--- config.mk ---
export PLATFORM = sky130hd
export DESIGN_NAME = triangle_box_row_rasterizer
export DESIGN_NICKNAME = d
export VERILOG_FILES = /design/src/hw/rtl/tbr_pkg.sv /design/src/hw/rtl/tbr_mul_unit.sv /design/src/hw/rtl/tbr_edge_unit.sv /design/src/hw/rtl/triangle_box_row_rasterizer.sv
export SDC_FILE = /design/constraint.sdc
export NUM_CORES = 2
export LEC_CHECK = 0
export BUFFER_PORTS_ARGS = -buffer_cell sky130_fd_sc_hd__clkbuf_2
export CORE_MARGIN = 3
export CORE_UTILIZATION = 41
export CTS_CLUSTER_DIAMETER = 200
export DETAILED_ROUTE_END_ITERATION = 7
export GPL_ROUTABILITY_DRIVEN = 0
export PLACE_DENSITY_LB_ADDON = 0.15
export SLEW_MARGIN = 15
export SYNTH_ARGS = -nofsm -noshare
export SYNTH_HDL_FRONTEND = slang
export SYNTH_SLANG_ARGS = --single-unit
--- constraint.sdc ---
create_clock -name clock -period 11.61 [get_ports clock]
set_clock_uncertainty 0.15 [all_clocks]
set_input_delay 1.7415 -clock clock [delete_from_list [all_inputs] [get_ports clock]]
set_output_delay 1.7415 -clock clock [all_outputs]
set_load 0.05 [all_outputs]
--- src/hw/rtl/tbr_pkg.sv ---
// Shared types and constants for the triangle/box row rasterizer.
// Used by tbr_mul_unit, tbr_edge_unit and triangle_box_row_rasterizer.
package tbr_pkg;

   localparam int COORD_W  = 8;    // vertex coordinate, signed
   localparam int DIFF_W   = 9;    // difference of two coordinates, signed
   localparam int OPA_W    = 10;   // multiplier operand A, signed
   localparam int OPB_W    = 14;   // multiplier operand B, signed
   localparam int PROD_W   = OPA_W + OPB_W;
   localparam int ACC_W    = 19;   // edge function accumulator, signed
   localparam int COLOR_W  = 32;
   localparam int CLIP_W   = 7;
   localparam int STRIDE_W = 13;
   localparam int BASE_W   = 18;
   localparam int RIDX_W   = 6;
   localparam int COV_W    = 64;
   localparam int REQ_DATA_W = 80;
   localparam int RSP_DATA_W = 120;
   localparam int CSR_IDX_W  = 2;

   localparam logic [STRIDE_W-1:0] STRIDE_LIMIT = 13'd4096;

   localparam logic [CSR_IDX_W-1:0] CSR_CLIP_WIDTH  = 2'd0;
   localparam logic [CSR_IDX_W-1:0] CSR_CLIP_HEIGHT = 2'd1;
   localparam logic [CSR_IDX_W-1:0] CSR_ROW_STRIDE  = 2'd2;

   typedef enum logic [1:0] {
      EC_HOLD,
      EC_LOAD,
      EC_STEP_X,
      EC_NEXT_ROW
   } edge_op_type;

   typedef struct packed {
      edge_op_type op;
      logic [1:0]  idx;   // edge being loaded
      logic        sub;   // subtract the product from the partial value
   } edge_cmd_type;

endpackage

--- src/hw/rtl/tbr_mul_unit.sv ---
// Shared signed multiplier with registered product for setup products.
// Depends on tbr_pkg.
module tbr_mul_unit
   import tbr_pkg::*;
(
   input  logic                     clock,
   input  logic signed [OPA_W-1:0]  op_a,
   input  logic signed [OPB_W-1:0]  op_b,
   output logic signed [PROD_W-1:0] prod
);

   logic signed [PROD_W-1:0] prod_ff;
   logic signed [PROD_W-1:0] prod_in;

   assign prod_in = PROD_W'(op_a) * PROD_W'(op_b);

   always_ff @(posedge clock) begin
      prod_ff <= prod_in;
   end

   assign prod = prod_ff;

endmodule

--- src/hw/rtl/tbr_edge_unit.sv ---
// Edge function accumulators for every triangle edge, stepped across columns and rows,
// plus the inclusive either-winding coverage test. Depends on tbr_pkg.
module tbr_edge_unit
   import tbr_pkg::*;
(
   input  logic                     clock,
   input  edge_cmd_type             cmd,
   input  logic signed [PROD_W-1:0] prod,
   input  logic signed [DIFF_W-1:0] dx [3],
   input  logic signed [DIFF_W-1:0] dy [3],
   output logic                     hit
);

   logic signed [ACC_W-1:0] start_ff [3];
   logic signed [ACC_W-1:0] start_in [3];
   logic signed [ACC_W-1:0] cur_ff   [3];
   logic signed [ACC_W-1:0] cur_in   [3];
   logic signed [ACC_W-1:0] ld_val   [3];
   logic signed [ACC_W-1:0] nr_val   [3];
   logic signed [ACC_W-1:0] prod_acc;
   logic                    any_neg;
   logic                    any_pos;

   assign prod_acc = $signed(prod[ACC_W-1:0]);

   always_comb begin
      for (int i = 0; i < 3; i++) begin
         ld_val[i] = cmd.sub ? (start_ff[i] - prod_acc) : prod_acc;
         nr_val[i] = start_ff[i] - ACC_W'(dy[i]);
      end
   end

   always_comb begin
      for (int i = 0; i < 3; i++) begin
         start_in[i] = start_ff[i];
         cur_in[i]   = cur_ff[i];
      end
      case (cmd.op)
         EC_LOAD: begin
            for (int i = 0; i < 3; i++) begin
               if (cmd.idx == 2'(i)) begin
                  start_in[i] = ld_val[i];
                  cur_in[i]   = ld_val[i];
               end
            end
         end
         EC_STEP_X: begin
            for (int i = 0; i < 3; i++) begin
               cur_in[i] = cur_ff[i] + ACC_W'(dx[i]);
            end
         end
         EC_NEXT_ROW: begin
            for (int i = 0; i < 3; i++) begin
               start_in[i] = nr_val[i];
               cur_in[i]   = nr_val[i];
            end
         end
         default: begin
         end
      endcase
   end

   always_ff @(posedge clock) begin
      for (int i = 0; i < 3; i++) begin
         start_ff[i] <= start_in[i];
         cur_ff[i]   <= cur_in[i];
      end
   end

   // covered unless signs disagree: zero counts as either side
   assign any_neg = (cur_ff[0] < 0) || (cur_ff[1] < 0) || (cur_ff[2] < 0);
   assign any_pos = (cur_ff[0] > 0) || (cur_ff[1] > 0) || (cur_ff[2] > 0);
   assign hit     = !(any_neg && any_pos);

endmodule

--- src/hw/rtl/triangle_box_row_rasterizer.sv ---
// Triangle / box row rasterizer, top level. Depends on tbr_pkg, tbr_mul_unit, tbr_edge_unit.
// After accept, a setup phase runs 7 products through the one shared multiplier; then
// each row steps the edge functions across columns x0..x1 for a triangle, or loads the
// box column mask for a box; an empty primitive skips setup and gives its single result.
// One primitive at a time; each row waits until the output register is free to take it.
// Reset (synchronous, active high) clears the sequencer, output valid and CSRs to 16/16/16.
module triangle_box_row_rasterizer
   import tbr_pkg::*;
#(
   parameter int MAX_WIDTH  = 64,
   parameter int MAX_HEIGHT = 64
)
(
   input  logic                   clock,
   input  logic                   reset,
   // request channel
   input  logic                   req_tvalid,
   output logic                   req_tready,
   // vert_a_x[7:0], vert_a_y[15:8], vert_b_x[23:16], vert_b_y[31:24],
   // vert_c_x[39:32], vert_c_y[47:40], pixel_color[79:48]
   input  logic [REQ_DATA_W-1:0]  req_tdata,
   input  logic                   req_tuser,   // op (0 triangle, 1 box)
   // response channel
   output logic                   rsp_tvalid,
   input  logic                   rsp_tready,
   // row_index[5:0], row_base[23:6], coverage[87:24], out_color[119:88]
   output logic [RSP_DATA_W-1:0]  rsp_tdata,
   output logic                   rsp_tlast,   // last_row
   output logic                   rsp_tuser,   // empty_res
   // configuration
   input  logic                   csr_we,
   input  logic [CSR_IDX_W-1:0]   csr_index,
   input  logic [STRIDE_W-1:0]    csr_wdata
);

   localparam int COL_W = $clog2(MAX_WIDTH);
   localparam int ROW_W = $clog2(MAX_HEIGHT);

   typedef enum logic [3:0] {
      ST_IDLE  = 4'b0001,
      ST_SETUP = 4'b0010,
      ST_PIXEL = 4'b0100,
      ST_EMIT  = 4'b1000
   } state_type;

   // ---------------------------------------------------------------- CSRs
   logic [CLIP_W-1:0]   clip_width_ff;
   logic [CLIP_W-1:0]   clip_height_ff;
   logic [STRIDE_W-1:0] row_stride_ff;

   always_ff @(posedge clock) begin
      if (reset) begin
         clip_width_ff  <= CLIP_W'(16);
         clip_height_ff <= CLIP_W'(16);
         row_stride_ff  <= STRIDE_W'(16);
      end else if (csr_we) begin
         case (csr_index)
            CSR_CLIP_WIDTH:  clip_width_ff  <= csr_wdata[CLIP_W-1:0];
            CSR_CLIP_HEIGHT: clip_height_ff <= csr_wdata[CLIP_W-1:0];
            CSR_ROW_STRIDE:  row_stride_ff  <= csr_wdata;
            default: begin
            end
         endcase
      end
   end

   // clamp limits to what the block supports
   logic [CLIP_W-1:0]   cw_eff;
   logic [CLIP_W-1:0]   ch_eff;
   logic [STRIDE_W-1:0] stride_eff;

   assign cw_eff = (clip_width_ff > CLIP_W'(MAX_WIDTH)) ? CLIP_W'(MAX_WIDTH) : clip_width_ff;
   assign ch_eff = (clip_height_ff > CLIP_W'(MAX_HEIGHT)) ? CLIP_W'(MAX_HEIGHT)
                                                          : clip_height_ff;
   assign stride_eff = (row_stride_ff > STRIDE_LIMIT) ? STRIDE_LIMIT : row_stride_ff;

   // ------------------------------------------------ bounds at accept time
   function automatic logic signed [OPA_W-1:0] smin(input logic signed [OPA_W-1:0] a,
                                                    input logic signed [OPA_W-1:0] b);
      return (a < b) ? a : b;
   endfunction

   function automatic logic signed [OPA_W-1:0] smax(input logic signed [OPA_W-1:0] a,
                                                    input logic signed [OPA_W-1:0] b);
      return (a > b) ? a : b;
   endfunction

   logic signed [OPA_W-1:0] in_x [3];
   logic signed [OPA_W-1:0] in_y [3];
   logic signed [OPA_W-1:0] cw_s;
   logic signed [OPA_W-1:0] ch_s;
   logic signed [OPA_W-1:0] bx0;
   logic signed [OPA_W-1:0] bx1;
   logic signed [OPA_W-1:0] by0;
   logic signed [OPA_W-1:0] by1;
   logic                    in_empty;

   always_comb begin
      for (int i = 0; i < 3; i++) begin
         in_x[i] = OPA_W'($signed(req_tdata[16*i +: COORD_W]));
         in_y[i] = OPA_W'($signed(req_tdata[16*i + COORD_W +: COORD_W]));
      end
   end

   assign cw_s = OPA_W'(cw_eff);
   assign ch_s = OPA_W'(ch_eff);

   always_comb begin
      if (req_tuser) begin
         // box: half-open right/bottom
         bx0 = smax(in_x[0], '0);
         bx1 = smin(in_x[1], cw_s) - OPA_W'(1);
         by0 = smax(in_y[0], '0);
         by1 = smin(in_y[1], ch_s) - OPA_W'(1);
      end else begin
         bx0 = smax(smin(in_x[0], smin(in_x[1], in_x[2])), '0);
         bx1 = smin(smax(in_x[0], smax(in_x[1], in_x[2])), cw_s - OPA_W'(1));
         by0 = smax(smin(in_y[0], smin(in_y[1], in_y[2])), '0);
         by1 = smin(smax(in_y[0], smax(in_y[1], in_y[2])), ch_s - OPA_W'(1));
      end
   end

   assign in_empty = (bx0 > bx1) || (by0 > by1);

   // ------------------------------------------------------ item registers
   state_type                 state_ff;
   state_type                 state_in;
   logic [2:0]                cnt_ff;
   logic [2:0]                cnt_in;
   logic                      op_ff;
   logic                      empty_ff;
   logic signed [COORD_W-1:0] vx_ff [3];
   logic signed [COORD_W-1:0] vy_ff [3];
   logic [COLOR_W-1:0]        color_ff;
   logic [COL_W-1:0]          x0_ff;
   logic [COL_W-1:0]          x1_ff;
   logic [ROW_W-1:0]          y0_ff;
   logic [ROW_W-1:0]          y1_ff;
   logic [COL_W-1:0]          xc_ff;
   logic [COL_W-1:0]          xc_in;
   logic [ROW_W-1:0]          yc_ff;
   logic [ROW_W-1:0]          yc_in;
   logic [MAX_WIDTH-1:0]      cov_ff;
   logic [MAX_WIDTH-1:0]      cov_in;
   logic [BASE_W-1:0]         rowbase_ff;
   logic [BASE_W-1:0]         rowbase_in;

   logic                      req_fire;
   logic                      out_free;
   logic                      row_last;

   assign req_tready = (state_ff == ST_IDLE);
   assign req_fire   = req_tvalid && req_tready;

   always_ff @(posedge clock) begin
      if (req_fire) begin
         op_ff    <= req_tuser;
         empty_ff <= in_empty;
         color_ff <= req_tdata[REQ_DATA_W-1 -: COLOR_W];
         for (int i = 0; i < 3; i++) begin
            vx_ff[i] <= $signed(req_tdata[16*i +: COORD_W]);
            vy_ff[i] <= $signed(req_tdata[16*i + COORD_W +: COORD_W]);
         end
         // in range whenever the primitive is not empty
         x0_ff <= bx0[COL_W-1:0];
         x1_ff <= bx1[COL_W-1:0];
         y0_ff <= by0[ROW_W-1:0];
         y1_ff <= by1[ROW_W-1:0];
      end
   end

   // ------------------------------------------- edge deltas and operands
   logic signed [DIFF_W-1:0] dx [3];
   logic signed [DIFF_W-1:0] dy [3];
   logic signed [OPA_W-1:0]  x0_s;
   logic signed [OPA_W-1:0]  y0_s;
   logic signed [OPA_W-1:0]  op_a;
   logic signed [OPB_W-1:0]  op_b;
   logic signed [PROD_W-1:0] prod;

   // edge i runs from vertex i to vertex i+1 (mod 3), origin at vertex i+1
   always_comb begin
      for (int i = 0; i < 3; i++) begin
         dx[i] = DIFF_W'(vy_ff[i]) - DIFF_W'(vy_ff[(i + 1) % 3]);
         dy[i] = DIFF_W'(vx_ff[i]) - DIFF_W'(vx_ff[(i + 1) % 3]);
      end
   end

   assign x0_s = OPA_W'(x0_ff);
   assign y0_s = OPA_W'(y0_ff);

   // setup schedule: two products per edge, then the first row base
   always_comb begin
      case (cnt_ff)
         3'd0: begin
            op_a = x0_s - OPA_W'(vx_ff[1]);
            op_b = OPB_W'(dx[0]);
         end
         3'd1: begin
            op_a = y0_s - OPA_W'(vy_ff[1]);
            op_b = OPB_W'(dy[0]);
         end
         3'd2: begin
            op_a = x0_s - OPA_W'(vx_ff[2]);
            op_b = OPB_W'(dx[1]);
         end
         3'd3: begin
            op_a = y0_s - OPA_W'(vy_ff[2]);
            op_b = OPB_W'(dy[1]);
         end
         3'd4: begin
            op_a = x0_s - OPA_W'(vx_ff[0]);
            op_b = OPB_W'(dx[2]);
         end
         3'd5: begin
            op_a = y0_s - OPA_W'(vy_ff[0]);
            op_b = OPB_W'(dy[2]);
         end
         default: begin
            op_a = y0_s;
            op_b = OPB_W'(stride_eff);
         end
      endcase
   end

   tbr_mul_unit u_mul (
      .clock (clock),
      .op_a  (op_a),
      .op_b  (op_b),
      .prod  (prod)
   );

   // ------------------------------------------------------ edge stepping
   edge_cmd_type edge_cmd;
   logic [2:0]   prev_cnt;
   logic         pix_hit;

   assign prev_cnt = cnt_ff - 3'd1;

   tbr_edge_unit u_edge (
      .clock (clock),
      .cmd   (edge_cmd),
      .prod  (prod),
      .dx    (dx),
      .dy    (dy),
      .hit   (pix_hit)
   );

   // box coverage: columns x0..x1
   logic [MAX_WIDTH-1:0] box_mask;

   always_comb begin
      for (int i = 0; i < MAX_WIDTH; i++) begin
         box_mask[i] = (COL_W'(i) >= x0_ff) && (COL_W'(i) <= x1_ff);
      end
   end

   // ------------------------------------------------------- sequencer
   assign out_free = !rsp_tvalid || rsp_tready;
   assign row_last = empty_ff || (yc_ff == y1_ff);

   always_comb begin
      state_in     = state_ff;
      cnt_in       = cnt_ff;
      xc_in        = xc_ff;
      yc_in        = yc_ff;
      cov_in       = cov_ff;
      rowbase_in   = rowbase_ff;
      edge_cmd     = '{op: EC_HOLD, idx: 2'd0, sub: 1'b0};
      case (state_ff)
         ST_IDLE: begin
            if (req_fire) begin
               cnt_in   = 3'd0;
               state_in = in_empty ? ST_EMIT : ST_SETUP;
            end
         end
         ST_SETUP: begin
            cnt_in = cnt_ff + 3'd1;
            // products land in the cycle after their operands
            if (cnt_ff != 3'd0 && cnt_ff != 3'd7) begin
               edge_cmd = '{op: EC_LOAD, idx: prev_cnt[2:1], sub: prev_cnt[0]};
            end
            if (cnt_ff == 3'd7) begin
               rowbase_in = prod[BASE_W-1:0];
               xc_in      = x0_ff;
               yc_in      = y0_ff;
               cov_in     = '0;
               state_in   = ST_PIXEL;
            end
         end
         ST_PIXEL: begin
            if (op_ff) begin
               cov_in   = box_mask;
               state_in = ST_EMIT;
            end else begin
               cov_in = cov_ff | (MAX_WIDTH'(pix_hit) << xc_ff);
               if (xc_ff == x1_ff) begin
                  state_in = ST_EMIT;
               end else begin
                  xc_in    = xc_ff + COL_W'(1);
                  edge_cmd = '{op: EC_STEP_X, idx: 2'd0, sub: 1'b0};
               end
            end
         end
         ST_EMIT: begin
            // hold until the output register can take the row
            if (out_free) begin
               if (row_last) begin
                  state_in = ST_IDLE;
               end else begin
                  yc_in      = yc_ff + ROW_W'(1);
                  xc_in      = x0_ff;
                  cov_in     = '0;
                  rowbase_in = rowbase_ff + BASE_W'(stride_eff);
                  edge_cmd   = '{op: EC_NEXT_ROW, idx: 2'd0, sub: 1'b0};
                  state_in   = ST_PIXEL;
               end
            end
         end
         default: begin
            state_in = ST_IDLE;
         end
      endcase
   end

   always_ff @(posedge clock) begin
      if (reset) begin
         state_ff <= ST_IDLE;
         cnt_ff   <= 3'd0;
      end else begin
         state_ff <= state_in;
         cnt_ff   <= cnt_in;
      end
   end

   always_ff @(posedge clock) begin
      xc_ff      <= xc_in;
      yc_ff      <= yc_in;
      cov_ff     <= cov_in;
      rowbase_ff <= rowbase_in;
   end

   // --------------------------------------------------- output register
   logic                  rsp_valid_ff;
   logic                  rsp_valid_in;
   logic [RSP_DATA_W-1:0] rsp_data_ff;
   logic [RSP_DATA_W-1:0] rsp_data_in;
   logic                  rsp_last_ff;
   logic                  rsp_empty_ff;
   logic                  emit_load;

   assign emit_load = (state_ff == ST_EMIT) && out_free;

   always_comb begin
      if (empty_ff) begin
         rsp_data_in = {color_ff, COV_W'(0), BASE_W'(0), RIDX_W'(0)};
      end else begin
         rsp_data_in = {color_ff, COV_W'(cov_ff), rowbase_ff, RIDX_W'(yc_ff)};
      end
   end

   always_comb begin
      if (emit_load) begin
         rsp_valid_in = 1'b1;
      end else if (rsp_tready) begin
         rsp_valid_in = 1'b0;
      end else begin
         rsp_valid_in = rsp_valid_ff;
      end
   end

   always_ff @(posedge clock) begin
      if (reset) begin
         rsp_valid_ff <= 1'b0;
      end else begin
         rsp_valid_ff <= rsp_valid_in;
      end
   end

   always_ff @(posedge clock) begin
      if (emit_load) begin
         rsp_data_ff  <= rsp_data_in;
         rsp_last_ff  <= row_last;
         rsp_empty_ff <= empty_ff;
      end
   end

   assign rsp_tvalid = rsp_valid_ff;
   assign rsp_tdata  = rsp_data_ff;
   assign rsp_tlast  = rsp_last_ff;
   assign rsp_tuser  = rsp_empty_ff;

   // -------------------------------------------------------- assertions
   a_busy_after_accept: assert property (@(posedge clock) disable iff (reset)
      req_tvalid && req_tready |=> !req_tready)
      else $error("request accepted while previous primitive still in work");

   a_empty_is_last: assert property (@(posedge clock) disable iff (reset)
      rsp_tvalid && rsp_tuser |-> rsp_tlast && (rsp_tdata[87:24] == '0))
      else $error("empty result not marked last or has coverage");

   a_column_in_box: assert property (@(posedge clock) disable iff (reset)
      (state_ff == ST_PIXEL) && !op_ff |-> (xc_ff >= x0_ff) && (xc_ff <= x1_ff))
      else $error("column counter left the clipped column range");

endmodule
==> flow_metrics.py <==
metrics = {
    "yosys": {
        "synth_seq_cells": 490,
        "yosys-mux-area-fraction": 0.0237,
        "combinational_family_with_the_most_area_after_synthesis": "compound AO/OA/AOI/OAI gates",
        "synth_largest_type_area_fraction": 0.330,
        "synth_async_sr_flop_share": 0,
        "synth_flop_cell": "edfxtp_1",
        "synthDominantAreaCellType": "edfxtp_1",
        "synth_adder_area_share": 0.179,
        "ys_types": 97,
        "yosysWarnings": 0,
        "synth_area_um2": 39600,
        "yosysMostFrequentCell": "edfxtp_1",
        "synthesis.instances": 4200,
        "simple_logic_cell_fraction_of_the_synthesized_area": 0.158,
        "synth.top_cells.by_area": "edfxtp_1 33%, ha_1 12%, fa_1 5.7%, a21oi_1 4.0%, xnor2_1 3.5%",
        "synth_compound_area_frac": 0.185,
        "yosys-top-cells-count": "436 x edfxtp_1, 389 x ha_1, 358 x nand2_1, 321 x nor2_1, 319 x inv_1",
        "synth-edff-count": 436,
        "avgSynthCellArea_um2": 9.43,
        "yosysSeqAreaShare": 0.358,
        "yosys.area_share.xor_xnor": 0.0524,
    },
    "floorplanning": {
        "chipHeight_um": 317,
        "core.rowCount": 113,
        "fp.dieArea_um2": 100000,
        "chipWidth_um": 317,
        "placeableCoreArea_um2": 95400,
        "floorplan.initialDensity": 0.415,
        "pin_count": 225,
    },
    "grt": {
        "grt_use_total": 0.248,
        "number_of_global_route_vias_before_repair": 30700,
        "pin_count_of_the_biggest_net_entering_global_routing": 91,
        "first_pass_grt_wire_length_um": 190000,
        "overflow": 0,
        "number_of_antenna_violations_at_the_first_check_in_global_routing": 5,
    },
    "pwr": {
        "leakagePower_uw": 0.0183,
        "power.ir.vdd_worst_v": 0.000653,
        "pwr_density_cell_nw_per_um2": 349,
        "finalPower_uw": 15400,
    },
    "detailed_routing": {
        "detail_route.drc_violations": 0,
        "antenna_left": 0,
        "via_per_instance_ratio": 5.74,
        "detail_route.wl_per_cell_um": 22.2,
        "wl_um": 127000,
        "vias": 32800,
        "drt_iter0_drc": 3166,
        "detailedRoute.firstPassIterationCount": 6,
    },
    "place": {
        "dp_hpwl_um": 99200,
        "dp.cells": 5601,
        "numPortBuffers": 224,
    },
    "final_layout": {
        "post_route_cells_drive_above_1_share": 0.104,
        "finalNetCount": 5000,
        "fillerInstances": 9223,
        "layout-area-overhead-vs-synth_pct": 11.6,
        "layoutNonFillerInstCount": 5714,
        "n_antenna_cell": 0,
    },
    "cts": {
        "cts-htree-levels": 2,
        "worst_skew_pair.late_latency_ns": 0.70,
        "number_of_gates_given_a_new_drive_strength_after_cts": 0,
        "clk_root_buffer_cell": "clkbuf_16",
        "cts_post_setup_buffers_inserted": 0,
        "clock_path_buffers": 3,
        "clkSinkCount": 490,
        "clock_transition_at_the_registers_of_the_reported_paths_ns": 0.06,
        "cts_buffers": 60,
        "ctsHoldBuffers": 0,
        "tritoncts": "built",
    },
    "sta": {
        "period_needed_ns": 9.26,
        "timing.max_slew.rel_slack": 0.270,
        "grt_setup_unrepaired": "false",
        "final_max_slew_viol_count": 0,
        "finalSetupViolations": 0,
        "final_min_period_over_clock_period": 0.798,
        "setup_tns_ns": 0,
        "timing.fmax_ghz": 0.108,
        "finalHoldViolCount": 0,
        "tightest_slew_ns": 1.10,
    },
    "critical_path": {
        "setup_crit_start": "req_tdata[31]",
        "worstRegToRegCells": 29,
        "setup.worst_path.end_class": "register",
        "crit_path_end": "state_ff[1]",
        "cp_slowest_stage_delay_ns": 0.83,
        "critPathLaunchType": "input port",
        "path_common_cell": "o21a_1",
        "data_arrival_time_of_the_critical_path_ns": 9.69,
        "crit_slowest_cell": "o22ai_1",
        "worst_r2r_startpoint": "cnt_ff[2]",
        "path_type_of_the_worst_setup_path": "in2reg",
        "reg2reg_setup_slack_ns": 2.63,
        "timing.critical_path.fanout_max": 16,
        "cp.required_ns": 12.04,
        "regToRegEndpoint": "u_mul.prod[18]",
    },
    "run": {
        "max-cap-violations": 0,
    },
    "worst_hold_path": {
        "hp-class": "reg2reg",
    },
    "status": {
        "result_of_the_run": "finished, final reports clean",
    },
}
[per-layer routing]
metal / GRT usage / up-vias / routed length (um)
met4: 0.0640 / 4 / 3250
met3: 0.0391 / 146 / 8810
met1: 0.371 / 15800 / 60100
li1: - / 15600 / -
met2: 0.371 / 1207 / 54700
met5: 0 / - / 34
[registers in the layout, indices dropped and copies added, names as in the netlist, 3 cells and up]
signal / cells
rsp_tdata: 120
cov_ff: 64
u_edge.cur_ff: 57
u_edge.start_ff: 57
color_ff: 32
vx_ff: 24
vy_ff: 24
u_mul.prod: 19
rowbase_ff: 18
row_stride_ff: 13
clip_height_ff: 7
clip_width_ff: 7
x0_ff: 6
x1_ff: 6
xc_ff: 6
y0_ff: 6
y1_ff: 6
yc_ff: 6
state_ff: 4
cnt_ff: 3
[cells in the final DEF, fill, tap and decap left out, drive strengths merged, types with 14 or more instances in the layout]
cell type and n:
fa 112, a211oi 22, clkinv 20, a211o 20
nand2 358, or2 29, nand3 75, a31oi 42
edfxtp 436, nor2b 189, and2 29, nor4 22
a221o 14, nor2 321, or3 36, mux2 28
clkbuf 303, ha 389, xnor2 160, and3 17
xor2 72, a21boi 27, a22oi 20, o22ai 66
o21ai 276, inv 325, o221ai 19, a21oi 316
buf 45, nand4 23, nand2b 62, o21a 74
mux2i 62, o21bai 18, o211ai 38, nor3 73
dfxtp 54, a21o 71
[per-stage QoR]
stage	worst slack [ns]	hold WS [ns]	util	cell area, um^2
2_1_floorplan	2.74	0.250	-	39600
3_3_place_gp	1.86	0.250	0.442	42200
3_5_place_dp	1.75	0.255	0.442	42200
4_1_cts	2.44	0.267	0.463	44200
5_1_grt	1.92	0.268	0.463	44200
6_report	2.35	0.267	0.463	44200
[worst min path at each step]
stage | to | cells past startpoint | start | slack (ns)
floorplan | rsp_tdata[100] | 0 | color_ff[12] | 0.25
global placement | rsp_tdata[106] | 0 | color_ff[18] | 0.25
detailed placement | rsp_tdata[104] | 0 | color_ff[16] | 0.25
CTS | rsp_tdata[103] | 0 | color_ff[15] | 0.27
global route | rsp_tdata[103] | 0 | color_ff[15] | 0.27
finish | rsp_tdata[104] | 0 | color_ff[16] | 0.27
[kinds of logic after synthesis]
family          after synthesis
xor+xnor                    234
simple gates               1282
compound gates             1144
mux                          90
other cells                   1
flops                       490
fa+ha+maj                   501
buf+inv                     458
[power breakdown]
group / switching, uW / total, uW / internal [uW]
Combinational: 6110 / 11000 / 4900
Sequential: 202 / 2520 / 2320
Clock: 817 / 1910 / 1100
Total: 7130 / 15400 / 8320
[worst max-delay path, delay by kind of cell]
family                   cells  cell delay (ns)
AND/OR/NAND/NOR              8             1.79
buffers and inverters        2             0.21
AO/OA/AOI/OAI               21             4.11
adder cells (fa/ha/maj)      4             1.15
multiplexers                 2             0.68
[layout make-up]
| class | count | area (um^2) | share of cell area |
|---|---|---|---|
| multi-input cells | 3257 | 23800 | 0.538 |
| flip-flops and latches | 490 | 14200 | 0.320 |
| clock buffers | 79 | 1640 | 0.0372 |
| well taps | 1265 | 1580 | 0.0358 |
| repair buffers | 269 | 1460 | 0.0330 |
| inverters | 320 | 1200 | 0.0272 |
| clock inverters | 34 | 360 | 0.00815 |
(Power assumes the default switching activity.)
